[src/lsc_pkg.sv]
`timescale 1ns / 1ps
// ----------------------------------------------------------------------------
// lsc_pkg
// Shared types and constants of the line segment clipper: region codes,
// configuration register indexes and sequencer states.
// ----------------------------------------------------------------------------
package lsc_pkg;

    localparam int unsigned CODE_W = 4;

    localparam logic [CODE_W-1:0] CODE_LEFT   = 4'b0001;
    localparam logic [CODE_W-1:0] CODE_RIGHT  = 4'b0010;
    localparam logic [CODE_W-1:0] CODE_BOTTOM = 4'b0100;
    localparam logic [CODE_W-1:0] CODE_TOP    = 4'b1000;

    localparam int unsigned CFG_INDEX_W = 2;

    typedef enum logic [CFG_INDEX_W-1:0] {
        CFG_WINDOW_LEFT   = 2'd0,
        CFG_WINDOW_BOTTOM = 2'd1,
        CFG_WINDOW_RIGHT  = 2'd2,
        CFG_WINDOW_TOP    = 2'd3
    } cfg_index_t;

    typedef enum logic [7:0] {
        ST_IDLE   = 8'b0000_0001,
        ST_EVAL   = 8'b0000_0010,
        ST_SETUP  = 8'b0000_0100,
        ST_MULT   = 8'b0000_1000,
        ST_DSTART = 8'b0001_0000,
        ST_DWAIT  = 8'b0010_0000,
        ST_UPDATE = 8'b0100_0000,
        ST_FINISH = 8'b1000_0000
    } state_t;

    typedef struct packed {
        logic start;
        logic done;
    } div_ctrl_t;

endpackage

[src/line_segment_clipper_unit.sv]
`timescale 1ns / 1ps
// ----------------------------------------------------------------------------
// line_segment_clipper_unit
// Cohen-Sutherland clipping of one line segment against a rectangular window.
// ----------------------------------------------------------------------------
// usage:
//   cfg channel writes the window (left, bottom, right, top); always ready,
//   to be used only while no segment is in flight
//   s channel takes one segment (two endpoints); s_ready is high only while
//   the sequencer is idle
//   m channel returns the accept flag and the clipped endpoints; a rejected
//   segment returns all coordinates as zero
// timing:
//   each clip step runs one multiply and one restoring division; a single
//   divider serves every step and works out one quotient bit per cycle
//   a segment takes n clip steps, n at most MAX_CLIP_STEPS; the block
//   accepts no new segment until its result is in the output register
//   a finished result sits in the output register; while m_ready is low the
//   block may take one more segment and holds its result until the slot frees
// reset:
//   aresetn clears the window to zero, drops m_valid and idles the sequencer
// ----------------------------------------------------------------------------
module line_segment_clipper_unit #(
    parameter int unsigned COORD_WIDTH    = 16,
    parameter int unsigned MAX_CLIP_STEPS = 8
) (
    input  logic                                aclk,
    input  logic                                aresetn,
    input  logic                                cfg_valid,
    output logic                                cfg_ready,
    input  logic [lsc_pkg::CFG_INDEX_W-1:0]     cfg_index,
    input  logic signed [COORD_WIDTH-1:0]       cfg_data,
    input  logic                                s_valid,
    output logic                                s_ready,
    input  logic signed [COORD_WIDTH-1:0]       s_start_x,
    input  logic signed [COORD_WIDTH-1:0]       s_start_y,
    input  logic signed [COORD_WIDTH-1:0]       s_end_x,
    input  logic signed [COORD_WIDTH-1:0]       s_end_y,
    output logic                                m_valid,
    input  logic                                m_ready,
    output logic                                m_accepted,
    output logic signed [COORD_WIDTH-1:0]       m_clipped_start_x,
    output logic signed [COORD_WIDTH-1:0]       m_clipped_start_y,
    output logic signed [COORD_WIDTH-1:0]       m_clipped_end_x,
    output logic signed [COORD_WIDTH-1:0]       m_clipped_end_y
);

    localparam int unsigned W      = COORD_WIDTH;
    localparam int unsigned STEP_W = $clog2(MAX_CLIP_STEPS + 1);
    localparam logic [STEP_W-1:0] STEP_MAX = STEP_W'(MAX_CLIP_STEPS);
    localparam logic [2*W-1:0] QCAP = {{(W-1){1'b0}}, 1'b1, {W{1'b0}}};
    localparam logic signed [W+1:0] SAT_HI = {3'b000, {(W-1){1'b1}}};
    localparam logic signed [W+1:0] SAT_LO = {3'b111, {(W-1){1'b0}}};

    typedef logic signed [W-1:0] coord_t;
    typedef logic [lsc_pkg::CODE_W-1:0] code_t;

    // window registers
    coord_t win_left_reg, win_bottom_reg, win_right_reg, win_top_reg;

    // sequencer and datapath registers
    lsc_pkg::state_t state_reg, state_next;
    coord_t x1_reg, x1_next, y1_reg, y1_next, x2_reg, x2_next, y2_reg, y2_next;
    logic [STEP_W-1:0] steps_reg, steps_next;
    logic   acc_reg, acc_next;
    logic   side1_reg, side1_next;
    logic   clip_y_reg, clip_y_next;
    coord_t a1_reg, a1_next, b1_reg, b1_next, a2_reg, a2_next, b2_reg, b2_next;
    coord_t edge_reg, edge_next;
    logic [W-1:0] ua_reg, ua_next, un_reg, un_next, ud_reg, ud_next;
    logic   neg_reg, neg_next;
    logic [2*W-1:0] prod_reg, prod_next;

    // output registers
    logic   m_valid_reg, m_valid_next;
    logic   m_acc_reg, m_acc_next;
    coord_t m_sx_reg, m_sx_next, m_sy_reg, m_sy_next, m_ex_reg, m_ex_next;
    coord_t m_ey_reg, m_ey_next;

    logic               div_start;
    logic               div_done;
    logic [2*W-1:0]     div_quotient;

    code_t c1, c2, co;
    logic [2*W-1:0]     q_capped;
    logic signed [W+1:0] sum;
    coord_t             isect, nx, ny;

    function automatic code_t region(input coord_t x, input coord_t y,
                                     input coord_t wl, input coord_t wb,
                                     input coord_t wr, input coord_t wt);
        code_t c;
        c = '0;
        if (x < wl) begin
            c = c | lsc_pkg::CODE_LEFT;
        end else if (x > wr) begin
            c = c | lsc_pkg::CODE_RIGHT;
        end
        if (y < wb) begin
            c = c | lsc_pkg::CODE_BOTTOM;
        end else if (y > wt) begin
            c = c | lsc_pkg::CODE_TOP;
        end
        return c;
    endfunction

    function automatic logic [W-1:0] mag(input coord_t hi, input coord_t lo);
        logic signed [W:0] d;
        logic signed [W:0] n;
        d = {hi[W-1], hi} - {lo[W-1], lo};
        n = -d;
        return d[W] ? n[W-1:0] : d[W-1:0];
    endfunction

    function automatic logic sgn(input coord_t hi, input coord_t lo);
        logic signed [W:0] d;
        d = {hi[W-1], hi} - {lo[W-1], lo};
        return d[W];
    endfunction

    // configuration writes
    assign cfg_ready = 1'b1;

    always_ff @(posedge aclk) begin
        if (!aresetn) begin
            win_left_reg   <= '0;
            win_bottom_reg <= '0;
            win_right_reg  <= '0;
            win_top_reg    <= '0;
        end else if (cfg_valid && cfg_ready) begin
            unique case (lsc_pkg::cfg_index_t'(cfg_index))
                lsc_pkg::CFG_WINDOW_LEFT:   win_left_reg   <= cfg_data;
                lsc_pkg::CFG_WINDOW_BOTTOM: win_bottom_reg <= cfg_data;
                lsc_pkg::CFG_WINDOW_RIGHT:  win_right_reg  <= cfg_data;
                lsc_pkg::CFG_WINDOW_TOP:    win_top_reg    <= cfg_data;
                default: ;
            endcase
        end
    end

    assign c1 = region(x1_reg, y1_reg, win_left_reg, win_bottom_reg,
                       win_right_reg, win_top_reg);
    assign c2 = region(x2_reg, y2_reg, win_left_reg, win_bottom_reg,
                       win_right_reg, win_top_reg);
    assign co = (c1 != '0) ? c1 : c2;

    // intersection finish: cap, apply sign, saturate
    assign q_capped = (div_quotient > QCAP) ? QCAP : div_quotient;
    assign sum = neg_reg ? ({{2{a1_reg[W-1]}}, a1_reg} - {1'b0, q_capped[W:0]})
                         : ({{2{a1_reg[W-1]}}, a1_reg} + {1'b0, q_capped[W:0]});
    always_comb begin
        if (sum > SAT_HI) begin
            isect = SAT_HI[W-1:0];
        end else if (sum < SAT_LO) begin
            isect = SAT_LO[W-1:0];
        end else begin
            isect = sum[W-1:0];
        end
        nx = clip_y_reg ? isect : edge_reg;
        ny = clip_y_reg ? edge_reg : isect;
    end

    assign s_ready   = (state_reg == lsc_pkg::ST_IDLE);
    assign div_start = (state_reg == lsc_pkg::ST_DSTART);

    always_comb begin
        state_next   = state_reg;
        x1_next      = x1_reg;
        y1_next      = y1_reg;
        x2_next      = x2_reg;
        y2_next      = y2_reg;
        steps_next   = steps_reg;
        acc_next     = acc_reg;
        side1_next   = side1_reg;
        clip_y_next  = clip_y_reg;
        a1_next      = a1_reg;
        b1_next      = b1_reg;
        a2_next      = a2_reg;
        b2_next      = b2_reg;
        edge_next    = edge_reg;
        ua_next      = ua_reg;
        un_next      = un_reg;
        ud_next      = ud_reg;
        neg_next     = neg_reg;
        prod_next    = prod_reg;
        m_valid_next = (m_valid_reg && m_ready) ? 1'b0 : m_valid_reg;
        m_acc_next   = m_acc_reg;
        m_sx_next    = m_sx_reg;
        m_sy_next    = m_sy_reg;
        m_ex_next    = m_ex_reg;
        m_ey_next    = m_ey_reg;

        unique case (state_reg)
            lsc_pkg::ST_IDLE: begin
                if (s_valid) begin
                    x1_next    = s_start_x;
                    y1_next    = s_start_y;
                    x2_next    = s_end_x;
                    y2_next    = s_end_y;
                    steps_next = '0;
                    state_next = lsc_pkg::ST_EVAL;
                end
            end
            lsc_pkg::ST_EVAL: begin
                priority if (c1 == '0 && c2 == '0) begin
                    acc_next   = 1'b1;
                    state_next = lsc_pkg::ST_FINISH;
                end else if ((c1 & c2) != '0 || steps_reg >= STEP_MAX) begin
                    acc_next   = 1'b0;
                    state_next = lsc_pkg::ST_FINISH;
                end else begin
                    side1_next = (c1 != '0);
                    if ((co & (lsc_pkg::CODE_TOP | lsc_pkg::CODE_BOTTOM)) != '0) begin
                        clip_y_next = 1'b1;
                        a1_next     = x1_reg;
                        b1_next     = y1_reg;
                        a2_next     = x2_reg;
                        b2_next     = y2_reg;
                        edge_next   = ((co & lsc_pkg::CODE_TOP) != '0) ?
                                      win_top_reg : win_bottom_reg;
                    end else begin
                        clip_y_next = 1'b0;
                        a1_next     = y1_reg;
                        b1_next     = x1_reg;
                        a2_next     = y2_reg;
                        b2_next     = x2_reg;
                        edge_next   = ((co & lsc_pkg::CODE_RIGHT) != '0) ?
                                      win_right_reg : win_left_reg;
                    end
                    state_next = lsc_pkg::ST_SETUP;
                end
            end
            lsc_pkg::ST_SETUP: begin
                ua_next    = mag(a2_reg, a1_reg);
                un_next    = mag(edge_reg, b1_reg);
                ud_next    = mag(b2_reg, b1_reg);
                neg_next   = sgn(a2_reg, a1_reg) ^ sgn(edge_reg, b1_reg)
                             ^ sgn(b2_reg, b1_reg);
                state_next = lsc_pkg::ST_MULT;
            end
            lsc_pkg::ST_MULT: begin
                prod_next  = ua_reg * un_reg;
                state_next = lsc_pkg::ST_DSTART;
            end
            lsc_pkg::ST_DSTART: begin
                state_next = lsc_pkg::ST_DWAIT;
            end
            lsc_pkg::ST_DWAIT: begin
                if (div_done) begin
                    state_next = lsc_pkg::ST_UPDATE;
                end
            end
            lsc_pkg::ST_UPDATE: begin
                if (side1_reg) begin
                    x1_next = nx;
                    y1_next = ny;
                end else begin
                    x2_next = nx;
                    y2_next = ny;
                end
                steps_next = steps_reg + 1'b1;
                state_next = lsc_pkg::ST_EVAL;
            end
            lsc_pkg::ST_FINISH: begin
                if (!m_valid_reg || m_ready) begin
                    m_valid_next = 1'b1;
                    m_acc_next   = acc_reg;
                    m_sx_next    = acc_reg ? x1_reg : '0;
                    m_sy_next    = acc_reg ? y1_reg : '0;
                    m_ex_next    = acc_reg ? x2_reg : '0;
                    m_ey_next    = acc_reg ? y2_reg : '0;
                    state_next   = lsc_pkg::ST_IDLE;
                end
            end
            default: begin
                state_next = lsc_pkg::ST_IDLE;
            end
        endcase
    end

    always_ff @(posedge aclk) begin
        if (!aresetn) begin
            state_reg   <= lsc_pkg::ST_IDLE;
            m_valid_reg <= 1'b0;
            steps_reg   <= '0;
        end else begin
            state_reg   <= state_next;
            m_valid_reg <= m_valid_next;
            steps_reg   <= steps_next;
        end
        x1_reg     <= x1_next;
        y1_reg     <= y1_next;
        x2_reg     <= x2_next;
        y2_reg     <= y2_next;
        acc_reg    <= acc_next;
        side1_reg  <= side1_next;
        clip_y_reg <= clip_y_next;
        a1_reg     <= a1_next;
        b1_reg     <= b1_next;
        a2_reg     <= a2_next;
        b2_reg     <= b2_next;
        edge_reg   <= edge_next;
        ua_reg     <= ua_next;
        un_reg     <= un_next;
        ud_reg     <= ud_next;
        neg_reg    <= neg_next;
        prod_reg   <= prod_next;
        m_acc_reg  <= m_acc_next;
        m_sx_reg   <= m_sx_next;
        m_sy_reg   <= m_sy_next;
        m_ex_reg   <= m_ex_next;
        m_ey_reg   <= m_ey_next;
    end

    lsc_divider #(
        .DIVIDEND_W (2 * W),
        .DIVISOR_W  (W)
    ) u_divider (
        .aclk     (aclk),
        .aresetn  (aresetn),
        .start    (div_start),
        .dividend (prod_reg),
        .divisor  (ud_reg),
        .done     (div_done),
        .quotient (div_quotient)
    );

    assign m_valid           = m_valid_reg;
    assign m_accepted        = m_acc_reg;
    assign m_clipped_start_x = m_sx_reg;
    assign m_clipped_start_y = m_sy_reg;
    assign m_clipped_end_x   = m_ex_reg;
    assign m_clipped_end_y   = m_ey_reg;

    // rejected results carry zero coordinates
    assert property (@(posedge aclk) disable iff (!aresetn)
        (m_valid && !m_accepted) |-> (m_clipped_start_x == '0 && m_clipped_start_y == '0
            && m_clipped_end_x == '0 && m_clipped_end_y == '0))
        else $error("rejected result with nonzero coordinates");

    // accepted endpoints lie inside the window
    assert property (@(posedge aclk) disable iff (!aresetn)
        (m_valid && m_accepted) |->
            (m_clipped_start_x >= win_left_reg && m_clipped_start_x <= win_right_reg
            && m_clipped_start_y >= win_bottom_reg && m_clipped_start_y <= win_top_reg
            && m_clipped_end_x >= win_left_reg && m_clipped_end_x <= win_right_reg
            && m_clipped_end_y >= win_bottom_reg && m_clipped_end_y <= win_top_reg))
        else $error("accepted endpoint outside the window");

    // divider completes only while the sequencer waits for it
    assert property (@(posedge aclk) disable iff (!aresetn)
        div_done |-> (state_reg == lsc_pkg::ST_DWAIT))
        else $error("divider done outside wait state");

    // step count never passes the cap
    assert property (@(posedge aclk) disable iff (!aresetn)
        steps_reg <= STEP_MAX)
        else $error("clip step count past cap");

    // an input transfer starts evaluation on the next cycle
    assert property (@(posedge aclk) disable iff (!aresetn)
        (s_valid && s_ready) |=> (state_reg == lsc_pkg::ST_EVAL && steps_reg == '0))
        else $error("input transfer did not start evaluation");

endmodule

[src/lsc_divider.sv]
`timescale 1ns / 1ps
// ----------------------------------------------------------------------------
// lsc_divider
// Unsigned restoring divider, one quotient bit per cycle. A zero divisor
// gives a zero quotient.
// ----------------------------------------------------------------------------
module lsc_divider #(
    parameter int unsigned DIVIDEND_W = 32,
    parameter int unsigned DIVISOR_W  = 16
) (
    input  logic                  aclk,
    input  logic                  aresetn,
    input  logic                  start,
    input  logic [DIVIDEND_W-1:0] dividend,
    input  logic [DIVISOR_W-1:0]  divisor,
    output logic                  done,
    output logic [DIVIDEND_W-1:0] quotient
);

    localparam int unsigned CNT_W = $clog2(DIVIDEND_W + 1);
    localparam logic [CNT_W-1:0] LAST_COUNT = CNT_W'(DIVIDEND_W - 1);

    logic [DIVIDEND_W-1:0] quo_reg, quo_next;
    logic [DIVISOR_W-1:0]  rem_reg, rem_next;
    logic [DIVISOR_W-1:0]  dvs_reg, dvs_next;
    logic [CNT_W-1:0]      count_reg, count_next;
    logic                  busy_reg, busy_next;
    logic                  done_reg, done_next;
    logic [DIVISOR_W:0]    trial;
    logic [DIVISOR_W:0]    diff;

    always_comb begin
        trial      = {rem_reg, quo_reg[DIVIDEND_W-1]};
        diff       = trial - {1'b0, dvs_reg};
        quo_next   = quo_reg;
        rem_next   = rem_reg;
        dvs_next   = dvs_reg;
        count_next = count_reg;
        busy_next  = busy_reg;
        done_next  = 1'b0;
        if (start) begin
            quo_next   = dividend;
            rem_next   = '0;
            dvs_next   = divisor;
            count_next = '0;
            busy_next  = 1'b1;
        end else if (busy_reg) begin
            if (trial >= {1'b0, dvs_reg}) begin
                rem_next = diff[DIVISOR_W-1:0];
                quo_next = {quo_reg[DIVIDEND_W-2:0], 1'b1};
            end else begin
                rem_next = trial[DIVISOR_W-1:0];
                quo_next = {quo_reg[DIVIDEND_W-2:0], 1'b0};
            end
            count_next = count_reg + 1'b1;
            if (count_reg == LAST_COUNT) begin
                busy_next = 1'b0;
                done_next = 1'b1;
            end
        end
    end

    always_ff @(posedge aclk) begin
        if (!aresetn) begin
            busy_reg  <= 1'b0;
            done_reg  <= 1'b0;
            count_reg <= '0;
        end else begin
            busy_reg  <= busy_next;
            done_reg  <= done_next;
            count_reg <= count_next;
        end
        quo_reg <= quo_next;
        rem_reg <= rem_next;
        dvs_reg <= dvs_next;
    end

    assign done     = done_reg;
    assign quotient = (dvs_reg == '0) ? '0 : quo_reg;

endmodule

[config.mk]
export PLATFORM = sky130hd
export DESIGN_NAME = line_segment_clipper_unit
export DESIGN_NICKNAME = d
export VERILOG_FILES = /design/src/lsc_pkg.sv /design/src/line_segment_clipper_unit.sv /design/src/lsc_divider.sv
export SDC_FILE = /design/constraint.sdc
export NUM_CORES = 2
export LEC_CHECK = 0
export ABC_AREA = 1
export BUFFER_PORTS_ARGS = -buffer_cell sky130_fd_sc_hd__buf_2
export CORE_MARGIN = 2
export CORE_UTILIZATION = 40
export DETAILED_ROUTE_END_ITERATION = 8
export GPL_ROUTABILITY_DRIVEN = 0
export GPL_TIMING_DRIVEN = 0
export MAX_ROUTING_LAYER = met4
export PLACE_DENSITY_LB_ADDON = 0.1
export SLEW_MARGIN = 20
export SYNTH_ARGS = -nofsm -noshare
export SYNTH_HDL_FRONTEND = slang
export SYNTH_SLANG_ARGS = --single-unit
[constraint.sdc]
create_clock -name aclk -period 17.5 [get_ports aclk]
set_clock_uncertainty 0.15 [all_clocks]
set_input_delay 2.625 -clock aclk [delete_from_list [all_inputs] [get_ports aclk]]
set_output_delay 2.625 -clock aclk [all_outputs]
set_load 0.05 [all_outputs]
==> results by stage <==
Routing:
- In the final routed layout, each cell accounts on average for 20.2 um.
- The count of nets left with antenna violations once routing finished came out at 0.
- The post-route DRC violation count is 0.
- For this block, the via count after detailed routing is about 28000.
- In the routed layout, each cell is associated on average with a via count of roughly 5.0.
- Before antenna repair, the detailed router went through 6 iterations.
- The first routing iteration left roughly 1900 violations.
- After detailed routing, the total wire length is about 110000 um.

Setup path:
- The element type at the critical path end is a register.
- The capture point of the worst reg-to-reg path is prod_reg[30].
- In this run the critical register-to-register path is launched from ua_reg[10].
- Setup slack on the worst reg-to-reg path comes out at between 9 and 10 ns.
- STA classifies the critical path startpoint as a register.
- The maximum fanout along the worst path is 10.
- The critical path arrival is 7.91 ns.
- The required time of the worst setup path is approximately 18 ns.
- The number of cells traversed by the worst register-to-register path is 24.
- The setup path with the least slack is of type register to register.

Run:
- The max capacitance violation total is 0.

Logic synthesis:
- Yosys printed 0 warnings.
- Of all cell types, the one taking the most synthesized area is edfxtp_1.
- The mapped cell area is between 0.03 and 0.04 mm^2.
- The number of synthesized flops with an enable pin is 341.
- The sequential area share after synthesis is a little over a third.
- The average instance in the mapped netlist occupies between 8 and 9 um^2.
- The async set or reset register ratio after synthesis is 0%.
- The number of standard cells after synthesis is just over 4000.
- The top-area cell type share of the netlist area is 29.5%.
- The most used flip-flop cell after synthesis is edfxtp_1.
- Synthesis inferred about 440 register bits.
- By area the synthesized netlist is led by edfxtp_1 (30%), fa_1 (11%), ha_1 (11%), nand2_1 (11%), inv_1 (8.6%).
- The post-synthesis net count is 4715.
- The post-synthesis cell type count is 65.

Global routing:
- The initial antenna violation count is 0.
- The maximum number of pins on one net before global-route repair is 36.
- The via count of the first global-routing pass came to roughly 27000.
- The first global-routing pass estimated around 170000 um of wire.
- The total overflow left after global routing is 0.
- The global routing usage summed across all routing layers is around a quarter.

Timing:
- After layout, the minimum clock period comes to 7.65 ns.
- In the finished design, the share of the clock period the worst path needs comes to a little over two fifths.
- The number of max-slew violations in the final report was 0.
- The worst-case hold slack is between 0.2 and 0.3 ns.
- Setup repair after global routing left no endpoint under its margin.
- The highest attainable clock frequency is about 130 MHz.
- The worst slew margin relative to its limit is between 20 and 30%.
- Setup violations remaining at the end of the flow were counted as 0.
- The slew of the pin with the lowest slew margin is 1.12 ns.
- The final-report hold violation count was 0.
- In the final timing run, aggregate negative setup slack is 0 ns.

Power:
- Of the total power, registers draw a little under a third.
- Cell internal power was estimated by the tool at between 2000 and 3000 uW.
- The worst-case IR drop observed on VDD is 0.0969 mV.
- The share of total power dissipated in combinational logic is between 40% and 50%.
- The switching share of power is 45.4%.
- Dividing total power by cell area gives a power density of about 140 mW/mm^2.
- In this run the power spent charging and discharging nets is 2460 uW.
- The analysis attributes to cell leakage a power of 0.0189 uW.
- Of the total power, the clock network draws a little over a fifth.

CTS:
- Clock-pin slew was measured on the worst setup and hold paths at roughly 0.060 ns.
- The H-tree was split into 2 levels.
- The clock root buffer master is clkbuf_16.
- The total setup buffers inserted after CTS is 0.
- The buffer levels on the longest clock path is 3.
- The hold buffer count at CTS is 0.
- The source-to-sink clock delay at the later pin of the worst-skew pair is 0.66 ns.
- CTS saw approximately 440 sinks.
- The number of buffers created by CTS is 54.
- TritonCTS built the clock tree.
- The number of resized instances in the post-cts repair step is 0.

Die:
- The core region is about 0.086 mm^2.
- The die extent in y is roughly 300 um.
- In this run the count of I/O pins placed on the die edge is between 150 and 200.
- The full die area is a little under 0.09 mm^2.
- The horizontal die dimension is ~300 um.
- The initial utilization of the core area, before any placement, comes to about two fifths.
- Row generation in the floorplan step produced approximately 110 rows.

Finish:
- The number of antenna diodes in the final layout is 0.
- The layout overhead on the synthesized area is 12.6%.
- The total number of nets in the final design is a little under 5000.
- The share of the core filled with cells is 45.2%.
- The post-route netlist has around 8.5% of its cells at a drive strength greater than 1.

Hold path:
- The tightest min-delay check is of the register to register type.
- The cell depth of the worst hold path is 0.
- In this run the most critical hold path is launched from ud_reg[15].
- The path with the worst hold slack has its endpoint at u_divider.dvs_reg[15].

Placement:
- Detailed placement ended at an HPWL of 92100 um.
- The number of input and output port buffers inserted is about 150.

Status:
- The run finished with clean final reports.
## power groups by stage
stage	Combinational, uW	Sequential (uW)	Clock [uW]
6_report	2550	1720	1150
5_1_grt	2850	1710	1210
4_1_cts	2550	1710	1180
3_5_place_dp	2540	1730	0
3_3_place_gp	2480	1750	0
2_1_floorplan	1720	1560	0
## worst max-delay path by stage
| stage | from | slack, ns | to |
|---|---|---|---|
| after floorplan | ua_reg[10] | 11.28 | prod_reg[28] |
| after global placement | y2_reg[1] | 9.10 | a2_reg[3] |
| after detailed placement | ua_reg[10] | 9.74 | prod_reg[30] |
| after CTS | ua_reg[10] | 9.75 | prod_reg[30] |
| after global routing | ua_reg[10] | 9.37 | prod_reg[30] |
| final | ua_reg[10] | 9.85 | prod_reg[30] |
## layout make-up
cell class	instances	area, um^2
fillers	8706	47300
multi-input cells	2710	18800
flip-flops and latches	442	12300
inverters	809	3040
well taps	1155	1450
clock buffers	58	1390
repair buffers	170	1040
plain buffers	152	668
clock inverters	44	450
## worst max-delay path: stages (launching register included)
cell and delay, ns:
edfxtp_1 0.31, clkbuf_1 0.41, clkbuf_1 0.64, nand2_1 0.18
fa_1 0.56, inv_1 0.06, fa_1 0.52, inv_1 0.06
fa_1 0.49, fa_1 0.58, inv_1 0.06, fa_1 0.49
inv_1 0.05, fa_1 0.48, inv_1 0.04, ha_1 0.33
a21oi_1 0.14, a21boi_0 0.36, o21ai_1 0.19, a21boi_1 0.28
o21bai_1 0.16, a21boi_2 0.21, o21ai_1 0.14, a21oi_1 0.22
xor2_1 0.33
## layer usage
metal  vias up  GRT usage [%]  part of all wire [%]
li1      13579              -                     -
met1     13105           32.6                    43
met2       809           43.4                    49
met3       212           2.30                   4.7
met4         0           8.72                   3.9
met5         -              -                     0
## cell usage after synthesis, types with 5 or more instances
library cell / number
nor4_1: 8
a21oi_1: 268
buf_2: 12
or2_2: 5
a21o_1: 12
o21ai_1: 23
edfxtp_1: 341
o2111ai_1: 6
buf_4: 12
o21ai_0: 251
o21a_1: 5
nor2_2: 5
nand3_2: 23
fa_1: 199
o211ai_1: 17
nand4_1: 26
nand2_4: 13
xnor2_1: 52
nor3_1: 34
inv_2: 5
nand3b_1: 7
nand3_1: 102
inv_1: 799
ha_1: 316
o21ai_2: 5
o21bai_1: 9
nor2_1: 148
a31oi_1: 6
xor2_1: 112
nand2_1: 1000
dfxtp_1: 101
o31ai_1: 10
clkbuf_1: 123
## kinds of logic after synthesis
logic type | count (synthesis) | share of synthesized area [%]
AOI/OAI and AO/OA | 644 | 10.2
and+or+nand+nor | 1385 | 16.7
other | 1 | 0.0108
buffers and inverters | 961 | 10.7
DFF | 442 | 35.3
adders and majority gates | 515 | 22.9
xor gates and xnor gates | 165 | 4.19
## layout by cell type, fill, tap and decap left out, drive strengths merged, types with 12 or more instances in the layout
| cell | n |
|---|---|
| a21o | 12 |
| a21oi | 272 |
| buf | 199 |
| clkbuf | 181 |
| clkinv | 30 |
| dfxtp | 101 |
| edfxtp | 341 |
| fa | 199 |
| ha | 316 |
| inv | 807 |
| nand2 | 1016 |
| nand3 | 126 |
| nand4 | 26 |
| nor2 | 153 |
| nor3 | 35 |
| o211ai | 18 |
| o21ai | 280 |
| xnor2 | 53 |
| xor2 | 112 |
## metrics by stage
step	total power [uW]	std cells	cell area [um^2]	worst slack [ns]
floorplan	3280	4113	34700	11.28
global placement	4220	5421	36900	9.10
detailed placement	4270	5438	37200	9.74
CTS	5430	5540	39100	9.75
global route	5770	5540	39100	9.37
finish	5410	5540	39100	9.85
Note: power is estimated with default switching activity, not from simulation.
